### config.mk
export PLATFORM = sky130hd
export DESIGN_NAME = taylor_exp_neg_series
export DESIGN_NICKNAME = d
export VERILOG_FILES = /design/src/rtl/tens_pkg.sv /design/src/rtl/tens_seq.sv /design/src/rtl/taylor_exp_neg_series.sv
export SDC_FILE = /design/constraint.sdc
export NUM_CORES = 2
export LEC_CHECK = 0
export BUFFER_PORTS_ARGS = -buffer_cell sky130_fd_sc_hd__buf_2
export CAP_MARGIN = 10
export CELL_PAD_IN_SITES_DETAIL_PLACEMENT = 2
export CELL_PAD_IN_SITES_GLOBAL_PLACEMENT = 2
export CORE_UTILIZATION = 42
export DETAILED_ROUTE_END_ITERATION = 10
export PLACE_DENSITY_LB_ADDON = 0.05
export SYNTH_ARGS = -nofsm -noshare
export SYNTH_HDL_FRONTEND = slang
export SYNTH_SLANG_ARGS = --single-unit
### constraint.sdc
create_clock -name clk -period 11.45 [get_ports clk]
set_clock_uncertainty 0.15 [all_clocks]
set_input_delay 2.29 -clock clk [delete_from_list [all_inputs] [get_ports clk]]
set_output_delay 2.29 -clock clk [all_outputs]
set_load 0.02 [all_outputs]
### src/rtl/tens_pkg.sv
package tens_pkg;

    // Field widths
    localparam int X_W      = 20;
    localparam int CNT_IN_W = 6;
    localparam int SUM_W    = 48;
    localparam int STAT_W   = 2;
    localparam int MAG_W    = 48;
    localparam int PROD_W   = 64;
    localparam int ACC_W    = 64;
    localparam int RMAG_W   = 52;
    localparam int BIT_W    = 6;
    localparam int STEP_W   = 4;
    localparam int SHR_W    = 16;
    localparam int RND_W    = 12;
    localparam int HALF_W   = 24;

    localparam int TENS_MAX_TERMS = 32;

    // Result status codes
    localparam logic [STAT_W-1:0] ST_OK   = 2'd0;
    localparam logic [STAT_W-1:0] ST_ZERO = 2'd1;
    localparam logic [STAT_W-1:0] ST_OVF  = 2'd2;

    // Datapath operations
    typedef enum logic [3:0] {
        OP_NOP,
        OP_WAIT,
        OP_MLO,
        OP_MHI,
        OP_DINIT,
        OP_DSTEP,
        OP_TERM,
        OP_ROUND,
        OP_SAT
    } op_t;

    // Jump conditions: jump to target when true, else advance
    typedef enum logic [2:0] {
        C_NEXT,
        C_JUMP,
        C_NOACC,
        C_ZERO,
        C_LAST,
        C_BITS,
        C_BUSY
    } cond_t;

    typedef struct packed {
        op_t               op;
        cond_t             cond;
        logic [STEP_W-1:0] target;
    } ctrl_t;

    typedef struct packed {
        logic accept;
        logic zero;
        logic last;
        logic bits_left;
        logic busy;
    } tens_flags_t;

    // Program steps
    localparam logic [STEP_W-1:0] S_WAIT  = 4'd0;
    localparam logic [STEP_W-1:0] S_CHKZ  = 4'd1;
    localparam logic [STEP_W-1:0] S_TEST  = 4'd2;
    localparam logic [STEP_W-1:0] S_MLO   = 4'd3;
    localparam logic [STEP_W-1:0] S_MHI   = 4'd4;
    localparam logic [STEP_W-1:0] S_DINIT = 4'd5;
    localparam logic [STEP_W-1:0] S_DSTEP = 4'd6;
    localparam logic [STEP_W-1:0] S_TERM  = 4'd7;
    localparam logic [STEP_W-1:0] S_ROUND = 4'd8;
    localparam logic [STEP_W-1:0] S_HOLD  = 4'd9;
    localparam logic [STEP_W-1:0] S_SAT   = 4'd10;

    // Microcode ROM
    function automatic ctrl_t ucode(input logic [STEP_W-1:0] step);
        ctrl_t w;
        begin
            unique case (step)
                S_WAIT:  w = '{OP_WAIT,  C_NOACC, S_WAIT};
                S_CHKZ:  w = '{OP_NOP,   C_ZERO,  S_HOLD};
                S_TEST:  w = '{OP_NOP,   C_LAST,  S_ROUND};
                S_MLO:   w = '{OP_MLO,   C_NEXT,  S_WAIT};
                S_MHI:   w = '{OP_MHI,   C_NEXT,  S_WAIT};
                S_DINIT: w = '{OP_DINIT, C_NEXT,  S_WAIT};
                S_DSTEP: w = '{OP_DSTEP, C_BITS,  S_DSTEP};
                S_TERM:  w = '{OP_TERM,  C_JUMP,  S_TEST};
                S_ROUND: w = '{OP_ROUND, C_NEXT,  S_WAIT};
                S_HOLD:  w = '{OP_NOP,   C_BUSY,  S_HOLD};
                S_SAT:   w = '{OP_SAT,   C_JUMP,  S_WAIT};
                default: w = '{OP_NOP,   C_JUMP,  S_WAIT};
            endcase
            return w;
        end
    endfunction

endpackage

### src/rtl/tens_seq.sv
module tens_seq
    import tens_pkg::*;
(
    input  logic        clk,
    input  logic        rst_n,
    input  tens_flags_t flags,
    output ctrl_t       ctrl
);

    logic [STEP_W-1:0] step_reg;
    logic [STEP_W-1:0] step_next;
    logic              take;

    // Fetch the control word of the current step
    assign ctrl = ucode(step_reg);

    // Evaluate the jump condition
    always_comb
    begin
        unique case (ctrl.cond)
            C_NEXT:  take = 1'b0;
            C_JUMP:  take = 1'b1;
            C_NOACC: take = !flags.accept;
            C_ZERO:  take = flags.zero;
            C_LAST:  take = flags.last;
            C_BITS:  take = flags.bits_left;
            C_BUSY:  take = flags.busy;
            default: take = 1'b1;
        endcase
        step_next = take ? ctrl.target : step_reg + 1'b1;
    end

    // Advance the step counter
    always_ff @(posedge clk or negedge rst_n)
    begin
        if (!rst_n)
        begin
            step_reg <= S_WAIT;
        end
        else
        begin
            step_reg <= step_next;
        end
    end

endmodule

### src/rtl/taylor_exp_neg_series.sv
// Before it writes a result, the sequencer holds until the previous result has been taken.
// Each term costs two half-width multiply steps and a 48-bit bit-serial divide by the index.
// Throughput: one item at a time; a new item is taken only when the previous one is finished.
// Reset (rst_n, asynchronous, active low) returns the sequencer to its wait step and empties
// the output register; arithmetic registers are not reset.
module taylor_exp_neg_series
    import tens_pkg::*;
#(
    parameter int MAX_TERMS = TENS_MAX_TERMS
)
(
    input  logic        clk,
    input  logic        rst_n,
    input  logic        s_tvalid,
    output logic        s_tready,
    input  logic [31:0] s_tdata,   // [19:0] x_value, [25:20] term_count, [31:26] zero
    output logic        m_tvalid,
    input  logic        m_tready,
    output logic [55:0] m_tdata    // [47:0] sum, [49:48] status, [55:50] zero
);

    localparam int CNT_W = $clog2(MAX_TERMS + 1);
    localparam logic [6:0] MAX_T7 = 7'(MAX_TERMS);
    localparam logic [RMAG_W-1:0] POS_LIM = RMAG_W'((64'd1 << (SUM_W - 1)) - 64'd1);
    localparam logic [RMAG_W-1:0] NEG_LIM = RMAG_W'(64'd1 << (SUM_W - 1));
    localparam logic [ACC_W-1:0]  ONE_Q32 = ACC_W'(64'd1 << 32);
    localparam logic [ACC_W-1:0]  RND_HALF = ACC_W'(64'd1 << (RND_W - 1));

    ctrl_t       ctrl;
    tens_flags_t flags;
    logic        accept;

    logic [X_W-1:0]    xmag_reg, xmag_next;
    logic              xpos_reg, xpos_next;
    logic [CNT_W-1:0]  count_reg, count_next;
    logic [CNT_W-1:0]  idx_reg, idx_next;
    logic              zero_reg, zero_next;
    logic [MAG_W-1:0]  mag_reg, mag_next;
    logic [PROD_W-1:0] prod_reg, prod_next;
    logic [MAG_W-1:0]  quo_reg, quo_next;
    logic [CNT_W-1:0]  rem_reg, rem_next;
    logic [BIT_W-1:0]  bit_reg, bit_next;
    logic [ACC_W-1:0]  acc_reg, acc_next;
    logic              tneg_reg, tneg_next;
    logic [RMAG_W-1:0] rmag_reg, rmag_next;
    logic              sneg_reg, sneg_next;
    logic [SUM_W-1:0]  sum_reg, sum_next;
    logic [STAT_W-1:0] stat_reg, stat_next;
    logic              out_valid_reg, out_valid_next;

    logic [X_W-1:0]      x_raw;
    logic [6:0]          cnt_ext;
    logic [2*HALF_W-4:0] mul_lo;
    logic [2*HALF_W-4:0] mul_hi;
    logic [CNT_W:0]      div_shift;
    logic [CNT_W:0]      div_diff;
    logic                div_ge;
    logic                tneg_new;
    logic [ACC_W-1:0]    amag;
    logic [ACC_W-1:0]    rsum;

    tens_seq u_seq (
        .clk   (clk),
        .rst_n (rst_n),
        .flags (flags),
        .ctrl  (ctrl)
    );

    assign s_tready = (ctrl.op == OP_WAIT);
    assign accept   = s_tvalid && s_tready;
    assign m_tvalid = out_valid_reg;
    assign m_tdata  = {6'd0, stat_reg, sum_reg};

    // Status flags for the sequencer
    assign flags.accept    = accept;
    assign flags.zero      = zero_reg;
    assign flags.last      = (idx_reg >= count_reg);
    assign flags.bits_left = (bit_reg != '0);
    assign flags.busy      = out_valid_reg && !m_tready;

    // Input decode
    assign x_raw   = s_tdata[X_W-1:0];
    assign cnt_ext = {1'b0, s_tdata[X_W+CNT_IN_W-1:X_W]};

    // Half-width products of the term magnitude and |x|
    assign mul_lo = mag_reg[HALF_W-1:0] * xmag_reg;
    assign mul_hi = mag_reg[MAG_W-1:HALF_W] * xmag_reg;

    // One restoring divide step by the term index
    assign div_shift = {rem_reg, quo_reg[MAG_W-1]};
    assign div_ge    = (div_shift >= {1'b0, idx_reg});
    assign div_diff  = div_shift - {1'b0, idx_reg};

    assign tneg_new = tneg_reg ^ xpos_reg;
    assign amag     = acc_reg[ACC_W-1] ? (ACC_W'(0) - acc_reg) : acc_reg;
    assign rsum     = amag + RND_HALF;

    // Datapath operations selected by the control word
    always_comb
    begin
        xmag_next  = xmag_reg;
        xpos_next  = xpos_reg;
        count_next = count_reg;
        idx_next   = idx_reg;
        zero_next  = zero_reg;
        mag_next   = mag_reg;
        prod_next  = prod_reg;
        quo_next   = quo_reg;
        rem_next   = rem_reg;
        bit_next   = bit_reg;
        acc_next   = acc_reg;
        tneg_next  = tneg_reg;
        rmag_next  = rmag_reg;
        sneg_next  = sneg_reg;
        sum_next   = sum_reg;
        stat_next  = stat_reg;

        unique case (ctrl.op)
            OP_WAIT:
            begin
                // Load the argument and start with term 1.0
                if (accept)
                begin
                    xmag_next = x_raw[X_W-1] ? (X_W'(0) - x_raw) : x_raw;
                    xpos_next = !x_raw[X_W-1] && (x_raw != '0);
                    zero_next = (cnt_ext == '0);
                    if (cnt_ext > MAX_T7)
                        count_next = MAX_T7[CNT_W-1:0];
                    else
                        count_next = cnt_ext[CNT_W-1:0];
                    idx_next  = CNT_W'(1);
                    mag_next  = MAG_W'(ONE_Q32);
                    acc_next  = ONE_Q32;
                    tneg_next = 1'b0;
                end
            end
            OP_MLO:
            begin
                prod_next = PROD_W'(mul_lo);
            end
            OP_MHI:
            begin
                prod_next = prod_reg + {mul_hi[PROD_W-HALF_W-1:0], {HALF_W{1'b0}}};
            end
            OP_DINIT:
            begin
                quo_next = prod_reg[PROD_W-1:SHR_W];
                rem_next = '0;
                bit_next = BIT_W'(MAG_W - 1);
            end
            OP_DSTEP:
            begin
                quo_next = {quo_reg[MAG_W-2:0], div_ge};
                rem_next = div_ge ? div_diff[CNT_W-1:0] : div_shift[CNT_W-1:0];
                bit_next = bit_reg - 1'b1;
            end
            OP_TERM:
            begin
                // Accumulate the new term with its alternating sign
                mag_next  = quo_reg;
                tneg_next = tneg_new;
                if (tneg_new)
                    acc_next = acc_reg - ACC_W'(quo_reg);
                else
                    acc_next = acc_reg + ACC_W'(quo_reg);
                idx_next  = idx_reg + 1'b1;
            end
            OP_ROUND:
            begin
                // Round the magnitude to Q.20, ties away from zero
                sneg_next = acc_reg[ACC_W-1];
                rmag_next = rsum[ACC_W-1:RND_W];
            end
            OP_SAT:
            begin
                if (zero_reg)
                begin
                    sum_next  = '0;
                    stat_next = ST_ZERO;
                end
                else if (sneg_reg)
                begin
                    if (rmag_reg > NEG_LIM)
                    begin
                        sum_next  = NEG_LIM[SUM_W-1:0];
                        stat_next = ST_OVF;
                    end
                    else
                    begin
                        sum_next  = SUM_W'(RMAG_W'(0) - rmag_reg);
                        stat_next = ST_OK;
                    end
                end
                else
                begin
                    if (rmag_reg > POS_LIM)
                    begin
                        sum_next  = POS_LIM[SUM_W-1:0];
                        stat_next = ST_OVF;
                    end
                    else
                    begin
                        sum_next  = rmag_reg[SUM_W-1:0];
                        stat_next = ST_OK;
                    end
                end
            end
            default:
            begin
            end
        endcase
    end

    // Output valid: set on a finished result, drop after the transfer
    always_comb
    begin
        out_valid_next = out_valid_reg;
        if (out_valid_reg && m_tready)
            out_valid_next = 1'b0;
        if (ctrl.op == OP_SAT)
            out_valid_next = 1'b1;
    end

    always_ff @(posedge clk or negedge rst_n)
    begin
        if (!rst_n)
        begin
            out_valid_reg <= 1'b0;
        end
        else
        begin
            out_valid_reg <= out_valid_next;
        end
    end

    // Arithmetic registers
    always_ff @(posedge clk)
    begin
        xmag_reg  <= xmag_next;
        xpos_reg  <= xpos_next;
        count_reg <= count_next;
        idx_reg   <= idx_next;
        zero_reg  <= zero_next;
        mag_reg   <= mag_next;
        prod_reg  <= prod_next;
        quo_reg   <= quo_next;
        rem_reg   <= rem_next;
        bit_reg   <= bit_next;
        acc_reg   <= acc_next;
        tneg_reg  <= tneg_next;
        rmag_reg  <= rmag_next;
        sneg_reg  <= sneg_next;
        sum_reg   <= sum_next;
        stat_reg  <= stat_next;
    end

endmodule

==> results.py <==
metrics = {
    "cells_and_area": {
        "final_net_count": 7198,
        "synthToLayoutAreaGrowth_pct": 7.04,
        "fillers": 14021,
        "largest_reg_flops": 64,
        "drive_above_1_share_pct": 5.48,
    },
    "timing": {
        "fin_crit_share_pct": 89.5,
        "worst_slew_margin_rel_pct": 22.1,
        "final.setup.tns_ps": 0,
        "setup_viol_count_final": 0,
        "worst_slew_pin_slew_ps": 1160,
        "rsz_0062_raised_after_global_routing": "no",
        "timing.final.max_slew_violations": 0,
        "final_period_minus_worst_setup_slack_ps": 10250,
        "clock.fmax_mhz": 97.6,
        "final-hold-violation-count": 0,
    },
    "global_route": {
        "largest_net_degree_at_the_start_of_global_routing": 75,
        "grt_overflow_total": 0,
        "grt_first_pass_wirelength_um": 286000,
        "grt_pass1_vias": 48871,
        "grt_antenna_before_repair": 11,
        "grt_use_total_pct": 28.1,
    },
    "job": {
        "timing.max_cap.violations": 0,
    },
    "placement": {
        "post-dp-hpwl_um": 143000,
        "place.port_buffers": 81,
        "place.gp.congestion": 0.843,
    },
    "die": {
        "core_area_um2": 128000,
        "fp-row-count": 131,
        "dieArea_um2": 131000,
        "die_height_um": 362,
        "die_width_um": 362,
        "ioPinCount": 94,
        "start_util_pct": 42.5,
    },
    "setup_path": {
        "worstPathMaxFanout": 10,
        "timing_worst_setup_path_type": "flop to flop",
        "cp_slowest_cell": "sky130_fd_sc_hd__edfxtp_1",
        "start_kind": "flop",
        "worst_ep_required_time_ps": 11670,
        "crit_path_max_incr_delay_ps": 700,
        "worstSetupEndpointType": "flop",
        "ff2ff_path_depth": 37,
        "cp_data_arrival_time_ps": 10460,
    },
    "clock_tree": {
        "clk_path_buf_depth": 3,
        "cts.reportedPaths.clkPinSlew_ps": 60,
        "cts-buffers-inserted": 48,
        "cts-htree-levels": 2,
        "cts_hold_buf": 0,
        "clk_latency_ps": 640,
        "clockRootBuffer": "sky130_fd_sc_hd__clkbuf_16",
        "tritoncts": "built",
        "post_cts_resize_count": 0,
        "cts_post_setup_buffers_inserted": 0,
        "cts_num_sinks": 363,
    },
    "logic_synthesis": {
        "synth_enable_flop_cells": 358,
        "synthDominantCellAreaShare_pct": 28.7,
        "synthesis.area_per_instance_um2": 9.04,
        "synth.cells.most_frequent": "928 x sky130_fd_sc_hd__inv_1, 903 x sky130_fd_sc_hd__nand2_1, 781 x sky130_fd_sc_hd__fa_1, 458 x sky130_fd_sc_hd__and2_1, 412 x sky130_fd_sc_hd__ha_1",
        "synthesis.instances": 6035,
        "ys_seq_elements": 363,
        "yosys.cell_types.count": 88,
        "most_used_dff_post_synth": "sky130_fd_sc_hd__edfxtp_1",
        "synth-warning-count": 0,
        "post-synth-top-count-cell": "sky130_fd_sc_hd__inv_1",
        "synth_seq_area_share_pct": 19.9,
        "synth.largest_area_cell": "sky130_fd_sc_hd__fa_1",
        "asyncSetResetFlopFracSynth_pct": 1.38,
        "netlist_top_cells_area": "sky130_fd_sc_hd__fa_1 29%, sky130_fd_sc_hd__edfxtp_1 20%, sky130_fd_sc_hd__ha_1 9.5%",
        "synth_area_um2": 54500,
    },
    "route": {
        "drtPass1Iterations": 5,
        "drt.antenna.violating_nets": 0,
        "viasPerCell": 5.51,
        "avgRoutedWirePerCell_um": 23.4,
        "detail_route.iter0.violations": 1802,
        "finalWirelength_um": 181000,
        "post_detailed_route_drc_marker_count": 0,
        "dr_total_vias": 42595,
    },
    "status": {
        "outcome": "completed",
    },
    "worst_hold_path": {
        "hold_depth": 2,
        "worstHoldPathType": "flop to flop",
    },
}
[worst paths after layout]
| check | start | end | slack (ps) |
|---|---|---|---|
| max | mag_reg[32]$_SDFFCE_PN1P_ | prod_reg[63]$_SDFFCE_PN0P_ | 1200 |
| min | prod_reg[22]$_DFFE_PP_ | quo_reg[6]$_DFFE_PP_ | 380 |
| max reg2reg | mag_reg[32]$_SDFFCE_PN1P_ | prod_reg[63]$_SDFFCE_PN0P_ | 1200 |
| min reg2reg | prod_reg[22]$_DFFE_PP_ | quo_reg[6]$_DFFE_PP_ | 380 |
| max in group asynchronous | rst_n | u_seq.step_reg[2]$_DFF_PN0_ | 9700 |
| min in group asynchronous | rst_n | m_tvalid$_DFFE_PN0P_ | 1310 |
[worst max-delay path, delay by kind of cell (launching register included)]
family / cells / cell delay (ps)
fa+ha+maj: 9 / 4380
compound gates: 14 / 3190
flops: 1 / 700
buf+inv: 8 / 630
simple gates: 4 / 600
xor+xnor: 2 / 320
[final cells by class]
cell class,count,area (µm²),area share [%]
Clock buffer,57,1230,2.12
Timing Repair Buffer,193,1250,2.14
Sequential cell,363,10900,18.6
Tap cell,1729,2160,3.71
Multi-Input combinational cell,4434,39000,66.9
Antenna cell,3,7.51,0.0129
Inverter,929,3490,5.97
Clock inverter,28,325,0.557
[metal layers]
layer	global-route usage, %	vias up	share of wire (%)
met5	0	-	0.0050
met2	50.2	633	51
met1	36.8	22554	44
met4	6.78	2	2.5
li1	-	19155	-
met3	2.12	251	2.6
[per-stage QoR]
stage	std cells	setup WS, ps	hold slack [ps]	utilization [%]	cell area (µm²)
finish	7736	1200	384	45.5	58400
global placement	7648	1440	359	44.3	56800
global route	7733	711	428	45.5	58400
CTS	7733	1220	395	45.5	58400
detailed placement	7648	1240	378	44.3	56800
floorplan	6040	2420	274	-	54500
[cells by family after synthesis]
family | after synthesis | synth area share, %
simple gates | 2095 | 18.6
buf+inv | 1243 | 8.65
fa+ha+maj | 1193 | 38.1
compound gates | 817 | 9.47
flops | 363 | 19.9
xor+xnor | 318 | 5.11
mux | 5 | 0.0964
other cells | 1 | 0.00688
[placed cells by master, fill, tap and decap left out, types with 8 or more instances in the layout]
cell type / n
sky130_fd_sc_hd__a31o_2: 11
sky130_fd_sc_hd__nand2b_1: 41
sky130_fd_sc_hd__or3_1: 37
sky130_fd_sc_hd__o21ai_1: 8
sky130_fd_sc_hd__nand3_1: 50
sky130_fd_sc_hd__a211oi_1: 20
sky130_fd_sc_hd__o21bai_1: 32
sky130_fd_sc_hd__o22ai_1: 17
sky130_fd_sc_hd__fa_1: 781
sky130_fd_sc_hd__buf_4: 112
sky130_fd_sc_hd__a221oi_1: 10
sky130_fd_sc_hd__nand2_1: 902
sky130_fd_sc_hd__clkbuf_1: 9
sky130_fd_sc_hd__o31ai_1: 38
sky130_fd_sc_hd__nor2b_1: 38
sky130_fd_sc_hd__and2_1: 457
sky130_fd_sc_hd__a21o_1: 97
sky130_fd_sc_hd__o21a_1: 31
sky130_fd_sc_hd__and4_1: 8
sky130_fd_sc_hd__nor4_1: 28
sky130_fd_sc_hd__xor2_1: 129
sky130_fd_sc_hd__a21oi_1: 246
sky130_fd_sc_hd__nand3b_1: 10
sky130_fd_sc_hd__and3_1: 23
sky130_fd_sc_hd__buf_2: 81
sky130_fd_sc_hd__nand4_1: 32
sky130_fd_sc_hd__inv_1: 928
sky130_fd_sc_hd__nor2_1: 306
sky130_fd_sc_hd__o21ai_0: 185
sky130_fd_sc_hd__xnor2_1: 187
sky130_fd_sc_hd__o41ai_1: 14
sky130_fd_sc_hd__or4_1: 23
sky130_fd_sc_hd__a31oi_1: 22
sky130_fd_sc_hd__nor3_1: 75
sky130_fd_sc_hd__clkbuf_16: 48
sky130_fd_sc_hd__or2_2: 19
sky130_fd_sc_hd__edfxtp_1: 358
sky130_fd_sc_hd__ha_1: 412
Power is left out: the tool's default activity adds up to more than one toggle a clock period on the data nets, which glitch-free logic cannot reach.
